$ cat config.mk
export PLATFORM = sky130hd
export DESIGN_NAME = rau_back
export DESIGN_NICKNAME = d
export VERILOG_FILES = /design/src/rtl/rau_pkg.sv /design/src/rtl/rau_back.sv
export SDC_FILE = /design/constraint.sdc
export NUM_CORES = 1
export LEC_CHECK = 0
export BUFFER_PORTS_ARGS = -buffer_cell sky130_fd_sc_hd__buf_2
export CORE_UTILIZATION = 45
export CTS_BUF_LIST = sky130_fd_sc_hd__clkbuf_16
export CTS_CLUSTER_SIZE = 20
export DETAILED_ROUTE_END_ITERATION = 6
export GPL_ROUTABILITY_DRIVEN = 1
export HOLD_SLACK_MARGIN = 0.02
export PLACE_DENSITY_LB_ADDON = 0.1
export SYNTH_ARGS = -nofsm -noshare
export SYNTH_HDL_FRONTEND = slang
export SYNTH_SLANG_ARGS = --single-unit
$ cat constraint.sdc
create_clock -name clk -period 10.3 [get_ports clk]
set_input_delay 0.515 -clock clk [delete_from_list [all_inputs] [get_ports clk]]
set_output_delay 0.515 -clock clk [all_outputs]
set_load 0.01 [all_outputs]
$ cat src/rtl/rau_pkg.sv
// Package: shared types, command codes and status codes of the rational arithmetic unit.
package rau_pkg;

    localparam int OPERAND_BITS = 16;
    localparam int OP_W = OPERAND_BITS;
    localparam int RAW_W = 2 * OP_W + 2;
    localparam int RES_W = 32;

    typedef enum logic [2:0] {
        CMD_REDUCE = 3'd0,
        CMD_ADD    = 3'd1,
        CMD_ADDS   = 3'd2,
        CMD_MUL    = 3'd3,
        CMD_DIV    = 3'd4,
        CMD_SOVB   = 3'd5,
        CMD_AOVS   = 3'd6,
        CMD_EQ     = 3'd7
    } cmd_t;

    typedef enum logic [1:0] {
        ST_OK   = 2'd0,
        ST_GCD0 = 2'd1,
        ST_OVF  = 2'd2
    } status_t;

    typedef struct packed {
        cmd_t                   cmd;
        logic signed [OP_W-1:0] a_num;
        logic signed [OP_W-1:0] a_den;
        logic signed [OP_W-1:0] b_num;
        logic signed [OP_W-1:0] b_den;
        logic signed [OP_W-1:0] scalar;
    } req_t;

    typedef struct packed {
        logic signed [RES_W-1:0] res_num;
        logic signed [RES_W-1:0] res_den;
        logic                    is_equal;
        status_t                 status;
    } rsp_t;

    // Raw fraction handed from the front part to the back part.
    typedef struct packed {
        logic signed [RAW_W-1:0] n;
        logic signed [RAW_W-1:0] d;
        logic                    is_cmp;
        logic                    is_equal;
        logic                    ovf;
    } raw_t;

endpackage

$ cat src/rtl/rau_back.sv
// Back part: Euclid gcd and exact division by the gcd, both bit-serial.
module rau_back (
    input  logic          clk,
    input  logic          rst_n,
    input  logic          raw_valid,
    output logic          raw_ready,
    input  rau_pkg::raw_t raw,
    output logic          done,
    output rau_pkg::rsp_t rsp
);
    localparam int RW = rau_pkg::RAW_W;
    localparam int CW = $clog2(RW + 1);

    typedef enum logic [2:0] {S_IDLE, S_GCD_START, S_DIV, S_GCD_STEP, S_QN, S_QD, S_DONE}
        state_t;

    state_t                 state_reg;
    rau_pkg::raw_t          raw_reg;
    logic signed [RW-1:0]   x_reg, y_reg;
    logic [RW-1:0]          dvd_reg, dvs_reg, rem_reg;
    logic [CW-1:0]          cnt_reg;
    logic                   qneg_reg;
    logic [RW-1:0]          gabs_reg;
    logic signed [RW-1:0]   qn_reg;
    rau_pkg::rsp_t          rsp_reg;
    logic                   done_reg;

    logic [RW:0]            trial;
    logic [RW-1:0]          rem_sh;
    logic signed [RW-1:0]   q_signed, qd_fin;
    logic                   qn_ok, qd_ok;

    // One restoring division step per cycle on magnitudes.
    assign rem_sh = {rem_reg[RW-2:0], dvd_reg[RW-1]};
    assign trial  = {1'b0, rem_sh} - {1'b0, dvs_reg};
    assign q_signed = qneg_reg ? -$signed(dvd_reg) : $signed(dvd_reg);
    assign qd_fin   = q_signed;
    assign qn_ok = ($signed(qn_reg) >= -(RW'(1) <<< (rau_pkg::RES_W-1)))
                && ($signed(qn_reg) <= $signed((RW'(1) << (rau_pkg::RES_W-1)) - RW'(1)));
    assign qd_ok = ($signed(qd_fin) >= -(RW'(1) <<< (rau_pkg::RES_W-1)))
                && ($signed(qd_fin) <= $signed((RW'(1) << (rau_pkg::RES_W-1)) - RW'(1)));

    function automatic logic [RW-1:0] mag(input logic signed [RW-1:0] v);
        return v[RW-1] ? RW'(-v) : RW'(v);
    endfunction

    // Result with zero fraction fields.
    function automatic rau_pkg::rsp_t make_rsp(input logic eq, input rau_pkg::status_t st);
        rau_pkg::rsp_t r;
        r          = '0;
        r.is_equal = eq;
        r.status   = st;
        return r;
    endfunction

    assign raw_ready = (state_reg == S_IDLE);

    always_ff @(posedge clk or negedge rst_n)
    begin
        if (!rst_n)
        begin
            state_reg <= S_IDLE;
            done_reg  <= 1'b0;
        end
        else
        begin
            done_reg <= 1'b0;
            unique case (state_reg)
                S_IDLE:
                begin
                    if (raw_valid)
                    begin
                        raw_reg <= raw;
                        x_reg   <= raw.n;
                        y_reg   <= raw.d;
                        state_reg <= S_GCD_START;
                    end
                end
                S_GCD_START:
                begin
                    if (raw_reg.is_cmp)
                    begin
                        rsp_reg   <= make_rsp(raw_reg.is_equal, rau_pkg::ST_OK);
                        state_reg <= S_DONE;
                    end
                    else if (raw_reg.ovf)
                    begin
                        rsp_reg   <= make_rsp(1'b0, rau_pkg::ST_OVF);
                        state_reg <= S_DONE;
                    end
                    else if (y_reg == '0)
                    begin
                        // x is the gcd; start dividing n by it.
                        if (x_reg == '0)
                        begin
                            rsp_reg   <= make_rsp(1'b0, rau_pkg::ST_GCD0);
                            state_reg <= S_DONE;
                        end
                        else
                        begin
                            gabs_reg <= mag(x_reg);
                            dvd_reg  <= mag(raw_reg.n);
                            dvs_reg  <= mag(x_reg);
                            qneg_reg <= raw_reg.n[RW-1] ^ x_reg[RW-1];
                            rem_reg  <= '0;
                            cnt_reg  <= CW'(RW);
                            state_reg <= S_QN;
                        end
                    end
                    else
                    begin
                        // Remainder x % y, sign follows x.
                        dvd_reg  <= mag(x_reg);
                        dvs_reg  <= mag(y_reg);
                        qneg_reg <= x_reg[RW-1];
                        rem_reg  <= '0;
                        cnt_reg  <= CW'(RW);
                        state_reg <= S_DIV;
                    end
                end
                S_DIV, S_QN, S_QD:
                begin
                    if (cnt_reg != '0)
                    begin
                        cnt_reg <= cnt_reg - CW'(1);
                        if (!trial[RW])
                        begin
                            rem_reg <= trial[RW-1:0];
                            dvd_reg <= {dvd_reg[RW-2:0], 1'b1};
                        end
                        else
                        begin
                            rem_reg <= rem_sh;
                            dvd_reg <= {dvd_reg[RW-2:0], 1'b0};
                        end
                    end
                    else if (state_reg == S_DIV)
                    begin
                        x_reg <= y_reg;
                        y_reg <= qneg_reg ? -$signed(rem_reg) : $signed(rem_reg);
                        state_reg <= S_GCD_START;
                    end
                    else if (state_reg == S_QN)
                    begin
                        qn_reg   <= q_signed;
                        dvd_reg  <= mag(raw_reg.d);
                        dvs_reg  <= gabs_reg;
                        qneg_reg <= raw_reg.d[RW-1] ^ x_reg[RW-1];
                        rem_reg  <= '0;
                        cnt_reg  <= CW'(RW);
                        state_reg <= S_QD;
                    end
                    else
                    begin
                        if (qn_ok && qd_ok)
                        begin
                            rsp_reg <= {qn_reg[rau_pkg::RES_W-1:0],
                                        qd_fin[rau_pkg::RES_W-1:0],
                                        1'b0, rau_pkg::ST_OK};
                        end
                        else
                        begin
                            rsp_reg <= make_rsp(1'b0, rau_pkg::ST_OVF);
                        end
                        state_reg <= S_DONE;
                    end
                end
                S_DONE:
                begin
                    done_reg  <= 1'b1;
                    state_reg <= S_IDLE;
                end
                default: state_reg <= S_IDLE;
            endcase
        end
    end

    assign done = done_reg;
    assign rsp  = rsp_reg;

    a_done_idle: assert property (@(posedge clk) disable iff (!rst_n)
        done |-> $past(state_reg == S_DONE)) else $error("result without finish");
    a_cmp_zero: assert property (@(posedge clk) disable iff (!rst_n)
        done && rsp.is_equal |-> rsp.res_num == '0 && rsp.res_den == '0)
        else $error("compare result not zero");
    a_err_zero: assert property (@(posedge clk) disable iff (!rst_n)
        done && rsp.status != rau_pkg::ST_OK |-> rsp.res_num == '0)
        else $error("error result not zero");

endmodule

==> results.md <==
- Largest stage delay, worst path: between 0.8 and 0.9 ns
- Fill count: approximately 4300
- PortBufs: 142
- Largest net degree at the start of global routing: about 100
- Yosys reg bits: a little under 400
- Setup Total Neg Slack: 0 ns
- Clock transition at path regs: 0.06 ns
- Syn Area/Cell: ~10 sq um
- Hold_ws: about 0.13 ns
- Max Clock Freq: between 200 and 250 MHz
- Cell Pwr Density: between 200 and 300 nW/um^2
- Min Tclk post-route: between 4 and 5 ns
- Synth area leaders: edfxtp_1 (54%), nand2_1 (5.6%), xor2_1 (4.7%)
- Synth area leader: edfxtp_1
- CTS Buf Count: 44
- Nets: 2261
- WHS Path Cells: 1
- Mapped Area: about 21000 sq um
- Final Util: 0.512
- Failing checks: design-rule violations
- Worst slew pin tran: ~1.1 ns
- Status: complete, but fails checks
- CP Class: reg -> reg
- R2r setup slk: between 5 and 6 ns
- Commonest non-fill, non-tap cell in the layout: edfxtp_1
- Crit-path cells: inv_1 -> ha_1 -> fa_1 -> nand2b_1 -> a21oi_1 -> o21ai_0 -> a211oi_1 -> o21ai_0 -> nand3_1 -> a31oi_4 -> a21oi_1 -> a21o_1
- Last element of the critical path: dvd_reg[0]
- Worst Setup SP: dvd_reg[33]
- Bufs on Longest Clock Path: 3
- Initial antenna violation count: 1
- Most frequent cells in the layout: edfxtp_1 (383), nand2_1 (321), o21ai_0 (168), buf_2 (142), a21oi_1 (132)
- Vias in the first global route: approximately 15000
- Crit. End Element: flop
- First-pass GRT wire length: between 90000 and 100000 um
- ANT cells: 0
- Final ANT Viol Nets: 0
- Main flop type after synthesis: edfxtp_1
- Finish-stage setup viols: 0
- Sink Count: between 300 and 400
- Row Count: around 80
- CTS root buffer: clkbuf_16
- Cell variety after synth: 79
- Total power: approximately 0.0066 W
- CTS tree: yes
- MaxCap Viol Count: 0
- DPL Wire Length: about 44000 um
- Share of cells above drive strength 1: 0.122
- Peak VDD IR: between 0.15 and 0.2 mV
- WL final: ~60000 um
- Core Area: 46700 sq um
- Yosys warning count: 0
- Top-area cell type share of the netlist area: 0.538
- GRT busiest layer: met2
- Critical Path RT: roughly 11 ns
- Reg2Reg Depth: 12
- Met2 Usage GRT: 0.432
- Startpoint Class: flop
- Setup Fix Bufs, Post-CTS: 0
- Max Slew Vio Count: 0
- Fraction of registers with async set or reset after synthesis: 0.0103
- WL per Instance: about 22 um
- Max stage delay cell, worst path: a31oi_4
- Placed Cells incl. Taps: around 2700
- Drc violations: 26
- Initial Utilization: 0.458
- Syn nets: ~2200
- Tcrit/Tclk final: 0.424
- Critical Path AT: 4.70 ns
- Register area share after synthesis: 0.543
- EDFF count, synth: 383
- Non-Filler Instances: approximately 2800
- DRT iter0 DRCs: 1245
- Max-slew headroom: 0.265
- R2R Path Start: dvd_reg[33]
- HP Start: raw[6]
- GPL Wtd Cong: about 0.9
- Post-Synthesis Cells: approximately 2000
- Vias per cell: 5.70
- Hold Fails Final Rpt: 0
- Met1 Use GR: 0.314
- Reg area: about 12000 sq um
- Reg-to-reg critical path endpoint: dvd_reg[0]
- # H-tree levels: 2
- Die X-Extent: 220 um
- RSZ-0062 raised after global routing: false
- Largest register FFs: around 70
- Total die area: a little under 50000 sq um
- Multi-input logic area: ~9000 sq um
- Max FO, Critical Path: 32
- Post-Route Skew: about 0.022 ns
- Synthesis-to-finish area growth: 11.9%
- Initial DRT Pass Iterations: 7
- Gr usage total: 0.251
- Die H: ~220 um
- Vias: between 15000 and 20000
- Grt total ovfl: 0
- P_leak: approximately 8.6 nW
- Hold crit path type: in -> reg
- Worst-Skew Late Latency: 0.58 ns
- Met3 Use GR: 0.0396
- IO Count: ~140
-- how the worst min path moves through the flow --
| stage | endpoint | slack (ns) |
|---|---|---|
| floorplan | done | 0.22 |
| global placement | done | 0.37 |
| detailed placement | done | 0.37 |
| CTS | raw_reg[5] | 0.1 |
| global route | raw_reg[1] | 0.1 |
| finish | raw_reg[6] | 0.13 |
-- cell type report --
type	count	area share
clock inverters	27	0.00790
repair buffers	166	0.0374
flip-flops and latches	387	0.485
inverters	74	0.0116
clock buffers	45	0.0471
multi-input cells	1471	0.379
well taps	607	0.0318
-- cell families after synthesis --
family / Yosys count / share of synthesized area
buffers and inverters: 177 / 0.0363
XOR/XNOR: 210 / 0.0861
flip-flops: 387 / 0.543
AO/OA/AOI/OAI: 487 / 0.141
multiplexers: 9 / 0.00445
adder cells (fa/ha/maj): 43 / 0.0255
AND/OR/NAND/NOR: 722 / 0.164
-- worst max-delay path, delay by kind of cell (launching register included) --
kind / cells / cell delay [ns]
AOI/OAI and AO/OA: 7 / 2.48
buffers and inverters: 1 / 0.26
adders and majority gates: 2 / 0.49
DFF: 1 / 0.41
and+or+nand+nor: 2 / 0.48
-- cells in the mapped netlist, types with 14 or more instances --
cell,n
ha_1,42
nand3_1,40
and2_1,66
nor4_1,18
inv_1,74
a211oi_1,14
clkbuf_1,79
o211ai_1,32
a21oi_1,132
nor3_1,34
nor2_1,109
o21a_1,15
edfxtp_1,383
or4_1,20
o21ai_0,168
o31ai_1,41
o41ai_1,27
xor2_1,114
or3_1,20
nand2_1,321
xnor2_1,96
nand4_1,15
-- per-layer routing --
metal / vias to the layer above / part of all wire / routed length [um]
met4: 0 / 0.040 / 2390
met5: - / 0 / 0
met1: 7637 / 0.42 / 25100
li1: 7605 / - / -
met2: 471 / 0.49 / 29500
met3: 123 / 0.050 / 3010
-- stage by stage --
| stage | setup slack (ns) | instance area [sq um] |
|---|---|---|
| global placement | 6.02 | 22600 |
| finish | 5.93 | 23900 |
| CTS | 5.95 | 23900 |
| floorplan | 1.29 | 21400 |
| detailed placement | 6.00 | 22600 |
| global route | 5.62 | 23900 |
-- power breakdown --
group	switching, W	internal (W)
Combinational	0.00167	0.000842
Clock	0.000632	0.000855
Sequential	0.000350	0.00228
-- what timing repair did --
| item | 4_1_cts | 5_1_grt |
|---|---|---|
| hold buffers | 1 | 0 |
| endpoints found under the hold margin | 4 | 0 |
| resized for setup | 0 | 0 |
Note: power is estimated with default switching activity, not from simulation.
