[config.mk]
export PLATFORM = sky130hd
export DESIGN_NAME = rau_queue
export DESIGN_NICKNAME = d
export VERILOG_FILES = /design/src/rtl/rau_pkg.sv /design/src/rtl/rau_queue.sv
export SDC_FILE = /design/constraint.sdc
export NUM_CORES = 1
export LEC_CHECK = 0
export BUFFER_PORTS_ARGS = -buffer_cell sky130_fd_sc_hd__buf_4
export CAP_MARGIN = 10
export CORE_ASPECT_RATIO = 1.75
export CORE_MARGIN = 3
export CORE_UTILIZATION = 52
export CTS_CLUSTER_SIZE = 28
export DETAILED_ROUTE_END_ITERATION = 8
export PLACE_DENSITY = 0.86
export SYNTH_ARGS = -nofsm -noshare
export SYNTH_HDL_FRONTEND = slang
export SYNTH_SLANG_ARGS = --single-unit
[constraint.sdc]
create_clock -name clk -period 4.4 [get_ports clk]
set_input_delay 0.22 -clock clk [delete_from_list [all_inputs] [get_ports clk]]
set_output_delay 0.22 -clock clk [all_outputs]
set_load 0.03 [all_outputs]
[src/rtl/rau_pkg.sv]
// Package: shared types, command codes and status codes of the rational arithmetic unit.
package rau_pkg;

    localparam int OPERAND_BITS = 16;
    localparam int OP_W = OPERAND_BITS;
    localparam int RAW_W = 2 * OP_W + 2;
    localparam int RES_W = 32;

    typedef enum logic [2:0] {
        CMD_REDUCE = 3'd0,
        CMD_ADD    = 3'd1,
        CMD_ADDS   = 3'd2,
        CMD_MUL    = 3'd3,
        CMD_DIV    = 3'd4,
        CMD_SOVB   = 3'd5,
        CMD_AOVS   = 3'd6,
        CMD_EQ     = 3'd7
    } cmd_t;

    typedef enum logic [1:0] {
        ST_OK   = 2'd0,
        ST_GCD0 = 2'd1,
        ST_OVF  = 2'd2
    } status_t;

    typedef struct packed {
        cmd_t                   cmd;
        logic signed [OP_W-1:0] a_num;
        logic signed [OP_W-1:0] a_den;
        logic signed [OP_W-1:0] b_num;
        logic signed [OP_W-1:0] b_den;
        logic signed [OP_W-1:0] scalar;
    } req_t;

    typedef struct packed {
        logic signed [RES_W-1:0] res_num;
        logic signed [RES_W-1:0] res_den;
        logic                    is_equal;
        status_t                 status;
    } rsp_t;

    // Raw fraction handed from the front part to the back part.
    typedef struct packed {
        logic signed [RAW_W-1:0] n;
        logic signed [RAW_W-1:0] d;
        logic                    is_cmp;
        logic                    is_equal;
        logic                    ovf;
    } raw_t;

endpackage

[src/rtl/rau_queue.sv]
// Two-entry queue that decouples the front part from the back part.
module rau_queue (
    input  logic          clk,
    input  logic          rst_n,
    input  logic          in_valid,
    output logic          in_ready,
    input  rau_pkg::raw_t in_data,
    output logic          out_valid,
    input  logic          out_ready,
    output rau_pkg::raw_t out_data
);
    rau_pkg::raw_t mem_reg [2];
    logic          wp_reg, rp_reg;
    logic [1:0]    cnt_reg;
    logic          push, pop;

    assign in_ready  = (cnt_reg != 2'd2);
    assign out_valid = (cnt_reg != 2'd0);
    assign push      = in_valid && in_ready;
    assign pop       = out_valid && out_ready;
    assign out_data  = mem_reg[rp_reg];

    always_ff @(posedge clk or negedge rst_n)
    begin
        if (!rst_n)
        begin
            wp_reg  <= 1'b0;
            rp_reg  <= 1'b0;
            cnt_reg <= 2'd0;
        end
        else
        begin
            if (push) wp_reg <= ~wp_reg;
            if (pop)  rp_reg <= ~rp_reg;
            cnt_reg <= cnt_reg + 2'(push) - 2'(pop);
        end
    end

    always_ff @(posedge clk)
    begin
        if (push) mem_reg[wp_reg] <= in_data;
    end

endmodule

==> results of run 1 <==
[worst paths after layout]
kind                                            end  cells after the start  slack (ns)                  from
max in group asynchronous        rp_reg$_DFFE_PN0P_                      2        4.13                 rst_n
max reg2reg                mem_reg[1][27]$_DFFE_PP_                      2        2.58  cnt_reg[1]$_DFF_PN0_
min in group asynchronous        wp_reg$_DFFE_PN0N_                      2        0.15                 rst_n
max                                    out_data[15]                      3        1.66    rp_reg$_DFFE_PN0P_
min                        mem_reg[1][33]$_DFFE_PP_                      1        0.03           in_data[33]
min reg2reg                    cnt_reg[0]$_DFF_PN0_                      1        0.53  cnt_reg[0]$_DFF_PN0_
[power groups by stage]
stage / Clock (mW) / Sequential [mW] / Combinational (mW)
after floorplan: 0 / 2.02 / 1.67
after global placement: 0 / 2.15 / 2.04
after detailed placement: 0 / 2.18 / 2.07
after CTS: 1.45 / 2.15 / 2.13
after global routing: 1.53 / 2.19 / 2.23
final: 1.44 / 2.15 / 2.14
[Yosys cell counts]
master	count	area (um2)
sky130_fd_sc_hd__edfxtp_1	142	4260
sky130_fd_sc_hd__mux2_4	69	1040
sky130_fd_sc_hd__buf_12	7	140
sky130_fd_sc_hd__dfrtp_1	4	100
sky130_fd_sc_hd__xnor2_1	3	26.3
sky130_fd_sc_hd__ha_1	2	25.0
sky130_fd_sc_hd__mux2_1	2	22.5
sky130_fd_sc_hd__and2_4	1	8.76
sky130_fd_sc_hd__and3_1	1	6.26
sky130_fd_sc_hd__buf_6	1	11.3
sky130_fd_sc_hd__inv_1	1	3.75
sky130_fd_sc_hd__nand2_1	1	3.75
sky130_fd_sc_hd__nand2b_1	1	6.26
sky130_fd_sc_hd__nor2_1	1	3.75
sky130_fd_sc_hd__or2_1	1	6.26
sky130_fd_sc_hd__xor2_1	1	8.76
[cell usage in the layout, fill, tap and decap left out, drive strengths merged, types with 2 or more instances in the layout]
cell type,instances
bufinv,4
clkinv,8
mux2,71
dlygate4sd3,70
edfxtp,142
dfrtp,4
buf,151
xnor2,3
ha,2
clkbuf,18
[logic make-up (layout without fill, tap and decap cells)]
group | Yosys count | after routing
simple gates | 6 | 6
flops | 146 | 146
mux | 71 | 71
fa+ha+maj | 2 | 2
xor+xnor | 4 | 4
buf+inv | 9 | 253
[stage by stage]
stage	cells	setup WS [ns]	area (um2)
finish	609	1.66	8140
global route	609	1.57	8140
CTS	608	1.65	8120
detailed placement	507	1.99	6820
global placement	507	2.14	6820
floorplan	238	0.0879	5670
[area by class of cell]
cell class,instances,area (um2),area share
Timing Repair Buffer,221,1850,0.227
Sequential cell,146,4370,0.537
Tap cell,127,159,0.0195
Clock inverter,13,168,0.0206
Inverter,1,3.75,0.000461
Multi-Input combinational cell,83,1170,0.143
Clock buffer,18,429,0.0527
[layer usage]
metal | routed length (um) | up-vias | global-route usage | share of wire
li1 | - | 1401 | - | -
met1 | 3860 | 1513 | 0.195 | 0.33
met2 | 6950 | 105 | 0.373 | 0.60
met3 | 450 | 25 | 0.0507 | 0.039
met4 | 390 | 0 | 0.0984 | 0.033
met5 | 0 | - | 0 | 0
[worst max-delay path, cell delays in order (launching register included)]
cell                      delay, ns
sky130_fd_sc_hd__dfrtp_4       1.18
sky130_fd_sc_hd__buf_4         0.41
sky130_fd_sc_hd__mux2_4        0.33
sky130_fd_sc_hd__buf_4         0.17
[what timing repair did]
| item | in CTS | in global routing |
|---|---|---|
| endpoints found under the hold margin | 142 | 0 |
| buffers inserted | 0 | 0 |
| hold buffers | 70 | 0 |
==> impl_results.rst, run 1 <==
.. list-table::
   :header-rows: 1

   * - Metric
     - Value
   * - Status
     - finished, final reports clean
   * - RSZ-0062 raised after global routing
     - false
   * - Net count of the mapped netlist
     - 315
   * - Area of the core
     - 10500 um2
   * - Clock Tree Buf Depth
     - 2
   * - Main combinational cell family by area after synthesis
     - multiplexers
   * - Design Power
     - 5.73 mW
   * - Hold/Removal Path Class
     - in -> reg
   * - Final-report hold violation count
     - 0
   * - Row count
     - 49
   * - Share of the synthesized area in compound gates (AO/OA/AOI/OAI)
     - 0
   * - # setup viols final
     - 0
   * - Global-route wire length before repair
     - 17600 um
   * - Area Growth Syn to Fin
     - 43.5%
   * - Final setup skew
     - 0.00981 ns
   * - Share of the yosys chip area belonging to registers
     - 0.769
   * - Multiplexer share of the synthesized area
     - 0.187
   * - Number of ports placed on the die boundary
     - 148
   * - Antenna diode count
     - 0
   * - Remaining design rule violation count
     - 0
   * - Number of antenna violations at the first check in global routing
     - 0
   * - Routed via count
     - 3044
   * - Share of post-route cells with drive strength above 1
     - 0.521
   * - Synthesized flop and latch total
     - 146
   * - Measured slew at the worst slew-check pin
     - 1.12 ns
   * - Global route overflow
     - 0
   * - Count of buffers inserted at the top-level ports
     - 147
   * - Internal cell power
     - 3.86 mW
   * - Minimum clock period
     - 2.74 ns
   * - Worst IR drop on VDD
     - 700 uV
   * - Clock buffer count from CTS
     - 17
   * - Post-synthesis share of cell area spent on and, or, nand and nor gates
     - 0.00618
   * - Instance count of the mapped netlist
     - 238
   * - Initial Utilization
     - 0.541
   * - Clock tree from TritonCTS
     - built
   * - Smallest hold slack
     - 0.0281 ns
   * - Synth Area in XOR/XNOR
     - 0.00618
   * - Core occupancy in the finished layout
     - 0.776
   * - Die outline height
     - 144 um
   * - First drt pass iteration count
     - 4
   * - Number of nets at the end of the flow
     - 547
   * - Total power per unit cell area
     - 704 nW/um2
   * - WP data required
     - 4.18 ns
   * - Final wirelength
     - 11700 um
   * - Vias per std cell
     - 5.00
   * - Number of max-slew violations in the final report
     - 0
   * - Placed wire-length estimate after detailed placement
     - 7040 um
   * - Overall die width
     - 85.0 um
   * - Critical path startpoint category
     - register
   * - H-Tree Level Count
     - 4
   * - Portion of the clock cycle consumed by the worst path in the final layout
     - 0.623
   * - Kind of capture point of the worst setup path
     - primary output
   * - Maximum number of pins on one net before global-route repair
     - 72
   * - Timing-limited maximum frequency
     - 365 MHz
   * - Seq pwr share
     - 0.375
   * - Clock tree root driver cell
     - sky130_fd_sc_hd__clkbuf_16
   * - Worst skew pair latency
     - 0.40 ns
   * - Clock-pin slew on the worst setup and hold paths
     - 0.05 ns
   * - Number of sinks on the clock net
     - 146
   * - Weighted congestion reported at the end of routability-driven placement
     - 0.757
   * - DR iter-0 viols
     - 167
   * - Via count of the first global-routing pass
     - 3331
   * - Max-capacitance violation count
     - 0
   * - Combined area of all synthesized cells
     - 5670 um2
   * - Part of the power in combinational logic
     - 0.374
   * - Synth Area in Adders
     - 0.00441
   * - Arrival @ worst endpoint
     - 2.52 ns
   * - ANT nets after route
     - 0
   * - Number of distinct library cell variants in the gate-level netlist after synthesis
     - 16
   * - Average cell area after synthesis
     - 23.8 um2
   * - Switching part of the total power
     - 0.327
   * - Post-route setup TNS
     - 0 ns
   * - NetSw
     - 1.87 mW
   * - Filler cells
     - 537
   * - Max FFs per register
     - 142
   * - Proportion of power drawn by the clock network
     - 0.251
   * - Wirelength per Cell
     - 19.1 um
   * - Type of the worst setup path
     - reg -> out
   * - Gr usage total
     - 0.197
   * - P_leak
     - 3.30 nW
   * - Worst Path Max Fanout
     - 61
   * - Number of warnings printed during yosys synthesis
     - 0
   * - Max-slew headroom at the worst pin
     - 0.255
   * - Die Outline Area
     - 12200 um2
   * - Quantity of gates resized following cts
     - 0
Power figures use the tool's default switching activity.
==> inputs of run 2 (changes only) <==
--- a/config.mk
+++ b/config.mk
@@ -5,14 +5,15 @@
 export SDC_FILE = /design/constraint.sdc
 export NUM_CORES = 1
 export LEC_CHECK = 0
+export ABC_AREA = 1
 export BUFFER_PORTS_ARGS = -buffer_cell sky130_fd_sc_hd__buf_4
 export CAP_MARGIN = 10
 export CORE_ASPECT_RATIO = 1.75
 export CORE_MARGIN = 3
-export CORE_UTILIZATION = 52
+export CORE_UTILIZATION = 47
 export CTS_CLUSTER_SIZE = 28
 export DETAILED_ROUTE_END_ITERATION = 8
-export PLACE_DENSITY = 0.86
+export PLACE_DENSITY = 0.83
 export SYNTH_ARGS = -nofsm -noshare
 export SYNTH_HDL_FRONTEND = slang
 export SYNTH_SLANG_ARGS = --single-unit
==> constraint.sdc (replaced) <==
create_clock -name clk -period 2.3 [get_ports clk]
set_input_delay 0.115 -clock clk [delete_from_list [all_inputs] [get_ports clk]]
set_output_delay 0.115 -clock clk [all_outputs]
set_load 0.03 [all_outputs]
==> run 2 against run 1 <==
Global-route usage rose by 0.20 points; clock power rose by 100%; sequential power rose by 77%; cell count rose by 27%; highest routed layer unchanged; critical path type unchanged; register-to-register slack got worse by 1.8 ns; worst setup slack got worse by 1.2 ns; utilization fell by 6.5 points; area after synthesis fell by 4.4%; critical path depth rose by 1.
==> impl_results.rst, run 2 <==
.. list-table::
   :header-rows: 1

   * - Metric
     - Value
   * - Status
     - finished, final reports clean
   * - Arrival @ worst endpoint
     - 1.71 ns
   * - Worst skew pair latency
     - 0.40 ns
   * - ANT nets after route
     - 0
   * - Vias per std cell
     - 4.84
   * - Smallest hold slack
     - 0.0647 ns
   * - Minimum clock period
     - 1.82 ns
   * - Max-capacitance violation count
     - 0
   * - Area Growth Syn to Fin
     - 47.4%
   * - Routed via count
     - 3747
   * - H-Tree Level Count
     - 4
   * - Via count of the first global-routing pass
     - 3940
   * - EDFF count, synth
     - 142
   * - Most common library cell in the layout ignoring fill and taps
     - sky130_fd_sc_hd__nand2_1
   * - Fraction of registers with async set/reset
     - 0.0274
   * - First drt pass iteration count
     - 4
   * - Top layer in use
     - met4
   * - Type of the worst setup path
     - reg -> out
   * - Layout Cell Area excl Fill
     - 7990 um2
   * - Max FFs per register
     - 142
   * - Clock-pin slew on the worst setup and hold paths
     - 0.06 ns
   * - Max-slew headroom at the worst pin
     - 0.651
   * - Clock Tree Buf Depth
     - 2
   * - Remaining design rule violation count
     - 0
   * - Number of antenna violations at the first check in global routing
     - 0
   * - Maximum number of pins on one net before global-route repair
     - 73
   * - Count of buffers inserted at the top-level ports
     - 147
   * - Placed wire-length estimate after detailed placement
     - 7070 um
   * - Most frequently used cell type in the post-synthesis netlist
     - sky130_fd_sc_hd__nand2_1
   * - Worst-case setup margin in the final layout
     - 0.478 ns
   * - Instance count of the mapped netlist
     - 402
   * - Wire length on met1
     - 4340 um
   * - Main synth FF type
     - sky130_fd_sc_hd__edfxtp_1
   * - Synthesized flop and latch total
     - 146
   * - Top cell type by total area after synthesis
     - sky130_fd_sc_hd__edfxtp_1
   * - Number of distinct library cell variants in the gate-level netlist after synthesis
     - 11
   * - Quantity of gates resized following cts
     - 0
   * - RSZ-0062 raised after global routing
     - false
   * - Top library cells by usage in the layout, fill and taps aside
     - 225 x sky130_fd_sc_hd__nand2_1, 148 x sky130_fd_sc_hd__buf_4, 142 x sky130_fd_sc_hd__edfxtp_1
   * - Die Outline Area
     - 12900 um2
   * - Initial Utilization
     - 0.483
   * - Cells taking the most area after synthesis
     - sky130_fd_sc_hd__edfxtp_1 79%, sky130_fd_sc_hd__nand2_1 16%, sky130_fd_sc_hd__dfrtp_1 1.8%
   * - Hold/Removal Path Class
     - in -> async
   * - Worst Path Max Fanout
     - 72
   * - Portion of the clock cycle consumed by the worst path in the final layout
     - 0.792
   * - Number of nets at the end of the flow
     - 706
   * - Clock tree root driver cell
     - sky130_fd_sc_hd__clkbuf_16
   * - Worst IR drop on VDD
     - 1150 uV
   * - Placed inst area
     - 6650 um2
   * - Routed length on met2
     - 7050 um
   * - Timing-limited maximum frequency
     - 549 MHz
   * - Fraction of synthesized cell area taken by the top area cell type
     - 0.786
   * - Share of the yosys chip area belonging to registers
     - 0.805
   * - Number of sinks on the clock net
     - 146
   * - Final-report hold violation count
     - 0
   * - Post-CTS setup buffer count
     - 0
   * - Die outline height
     - 148 um
   * - Measured slew at the worst slew-check pin
     - 0.524 ns
   * - Row count
     - 51
   * - Global route overflow
     - 0
   * - Overall die width
     - 87.2 um
   * - Combined area of all synthesized cells
     - 5420 um2
   * - DR iter-0 viols
     - 218
   * - Core occupancy in the finished layout
     - 0.712
   * - Clock tree from TritonCTS
     - built
   * - Net count of the mapped netlist
     - 479
   * - Kind of capture point of the worst setup path
     - primary output
   * - Wirelength per Cell
     - 16.1 um
   * - P_leak
     - 3.44 nW
   * - Number of max-slew violations in the final report
     - 0
   * - Final setup skew
     - 0.00683 ns
   * - Number of ports placed on the die boundary
     - 148
   * - Clock buffer count from CTS
     - 17
   * - Area of the core
     - 11200 um2
   * - Post-route setup TNS
     - 0 ns
   * - # setup viols final
     - 0
   * - Share of post-route cells with drive strength above 1
     - 0.282
   * - Number of warnings printed during yosys synthesis
     - 0
   * - Weighted congestion reported at the end of routability-driven placement
     - 0.761
   * - WP data required
     - 2.18 ns
   * - Global-route wire length before repair
     - 19400 um
   * - Critical path startpoint category
     - register
   * - Wire length on met3
     - 571 um
   * - Worst slack at placement
     - 0.821 ns
   * - Average cell area after synthesis
     - 13.5 um2
   * - Gr usage total
     - 0.199
   * - Commonest cells in the netlist
     - 226 x sky130_fd_sc_hd__nand2_1, 142 x sky130_fd_sc_hd__edfxtp_1, 8 x sky130_fd_sc_hd__buf_6, 8 x sky130_fd_sc_hd__inv_1, 6 x sky130_fd_sc_hd__buf_2
   * - Total power per unit cell area
     - 1380 nW/um2
   * - Final wirelength
     - 12500 um
   * - Antenna diode count
     - 0
   * - Total of hold buffers inserted after clock tree synthesis
     - 72
[run 2: changes by cell type after synthesis, sizes merged, moves of 3 or more]
| cell | previous run | this run |
|---|---|---|
| nand2 | 1 | 226 |
| nand3 | 0 | 3 |
| buf | 8 | 15 |
| inv | 1 | 9 |
| xnor2 | 3 | 0 |
| mux2 | 71 | 0 |
[run 2: worst max-delay path, stage by stage (launching register included)]
cell and delay [ns]:
sky130_fd_sc_hd__dfrtp_2 0.45, sky130_fd_sc_hd__inv_6 0.40, sky130_fd_sc_hd__nand2_1 0.13, sky130_fd_sc_hd__nand2_1 0.13, sky130_fd_sc_hd__buf_4 0.18
[run 2: layout make-up]
type	instances	area (um2)
timing repair buffer	223	1890
multi-input combinational	232	902
clock buffer	21	440
fill	704	3240
tap	132	165
inverter	9	42.5
sequential	146	4370
clock inverter	11	184
[run 2: path summary, 6_finish.rpt]
kind / cells after the start / slack [ns] / startpoint / to
setup / recovery: 4 / 0.48 / rp_reg$_DFFE_PN0P_ / out_data[17]
hold / removal: 2 / 0.06 / rst_n / wp_reg$_DFFE_PN0N_
setup reg to reg: 10 / 0.76 / cnt_reg[0]$_DFF_PN0_ / cnt_reg[1]$_DFF_PN0_
hold reg to reg: 2 / 0.53 / wp_reg$_DFFE_PN0N_ / wp_reg$_DFFE_PN0N_
max in group asynchronous: 2 / 2.11 / rst_n / rp_reg$_DFFE_PN0P_
min in group clk: 3 / 0.07 / out_ready / rp_reg$_DFFE_PN0P_
[run 2: where the power goes]
part,total (mW),internal (mW),switching [mW]
logic,4.38,1.40,2.98
clock network,2.88,1.92,0.967
registers,3.80,3.63,0.166
[run 2: stage by stage]
step	power, mW	instances
6_report	11.1	774
2_1_floorplan	6.58	402
4_1_cts	11.1	774
3_3_place_gp	7.97	670
3_5_place_dp	8.11	670
5_1_grt	11.6	774
[run 2: metal layers]
metal  track usage  up-vias
li1              -     1804
met1         0.212     1764
met2         0.357      142
met3        0.0399       37
met4         0.114        0
met5             0        -
[run 2: cells by family after synthesis]
kind of cell,Yosys count,synth area share
AND/OR/NAND/NOR,230,0.160
flip-flops,146,0.805
buffers and inverters,24,0.0307
adder cells (fa/ha/maj),2,0.00461
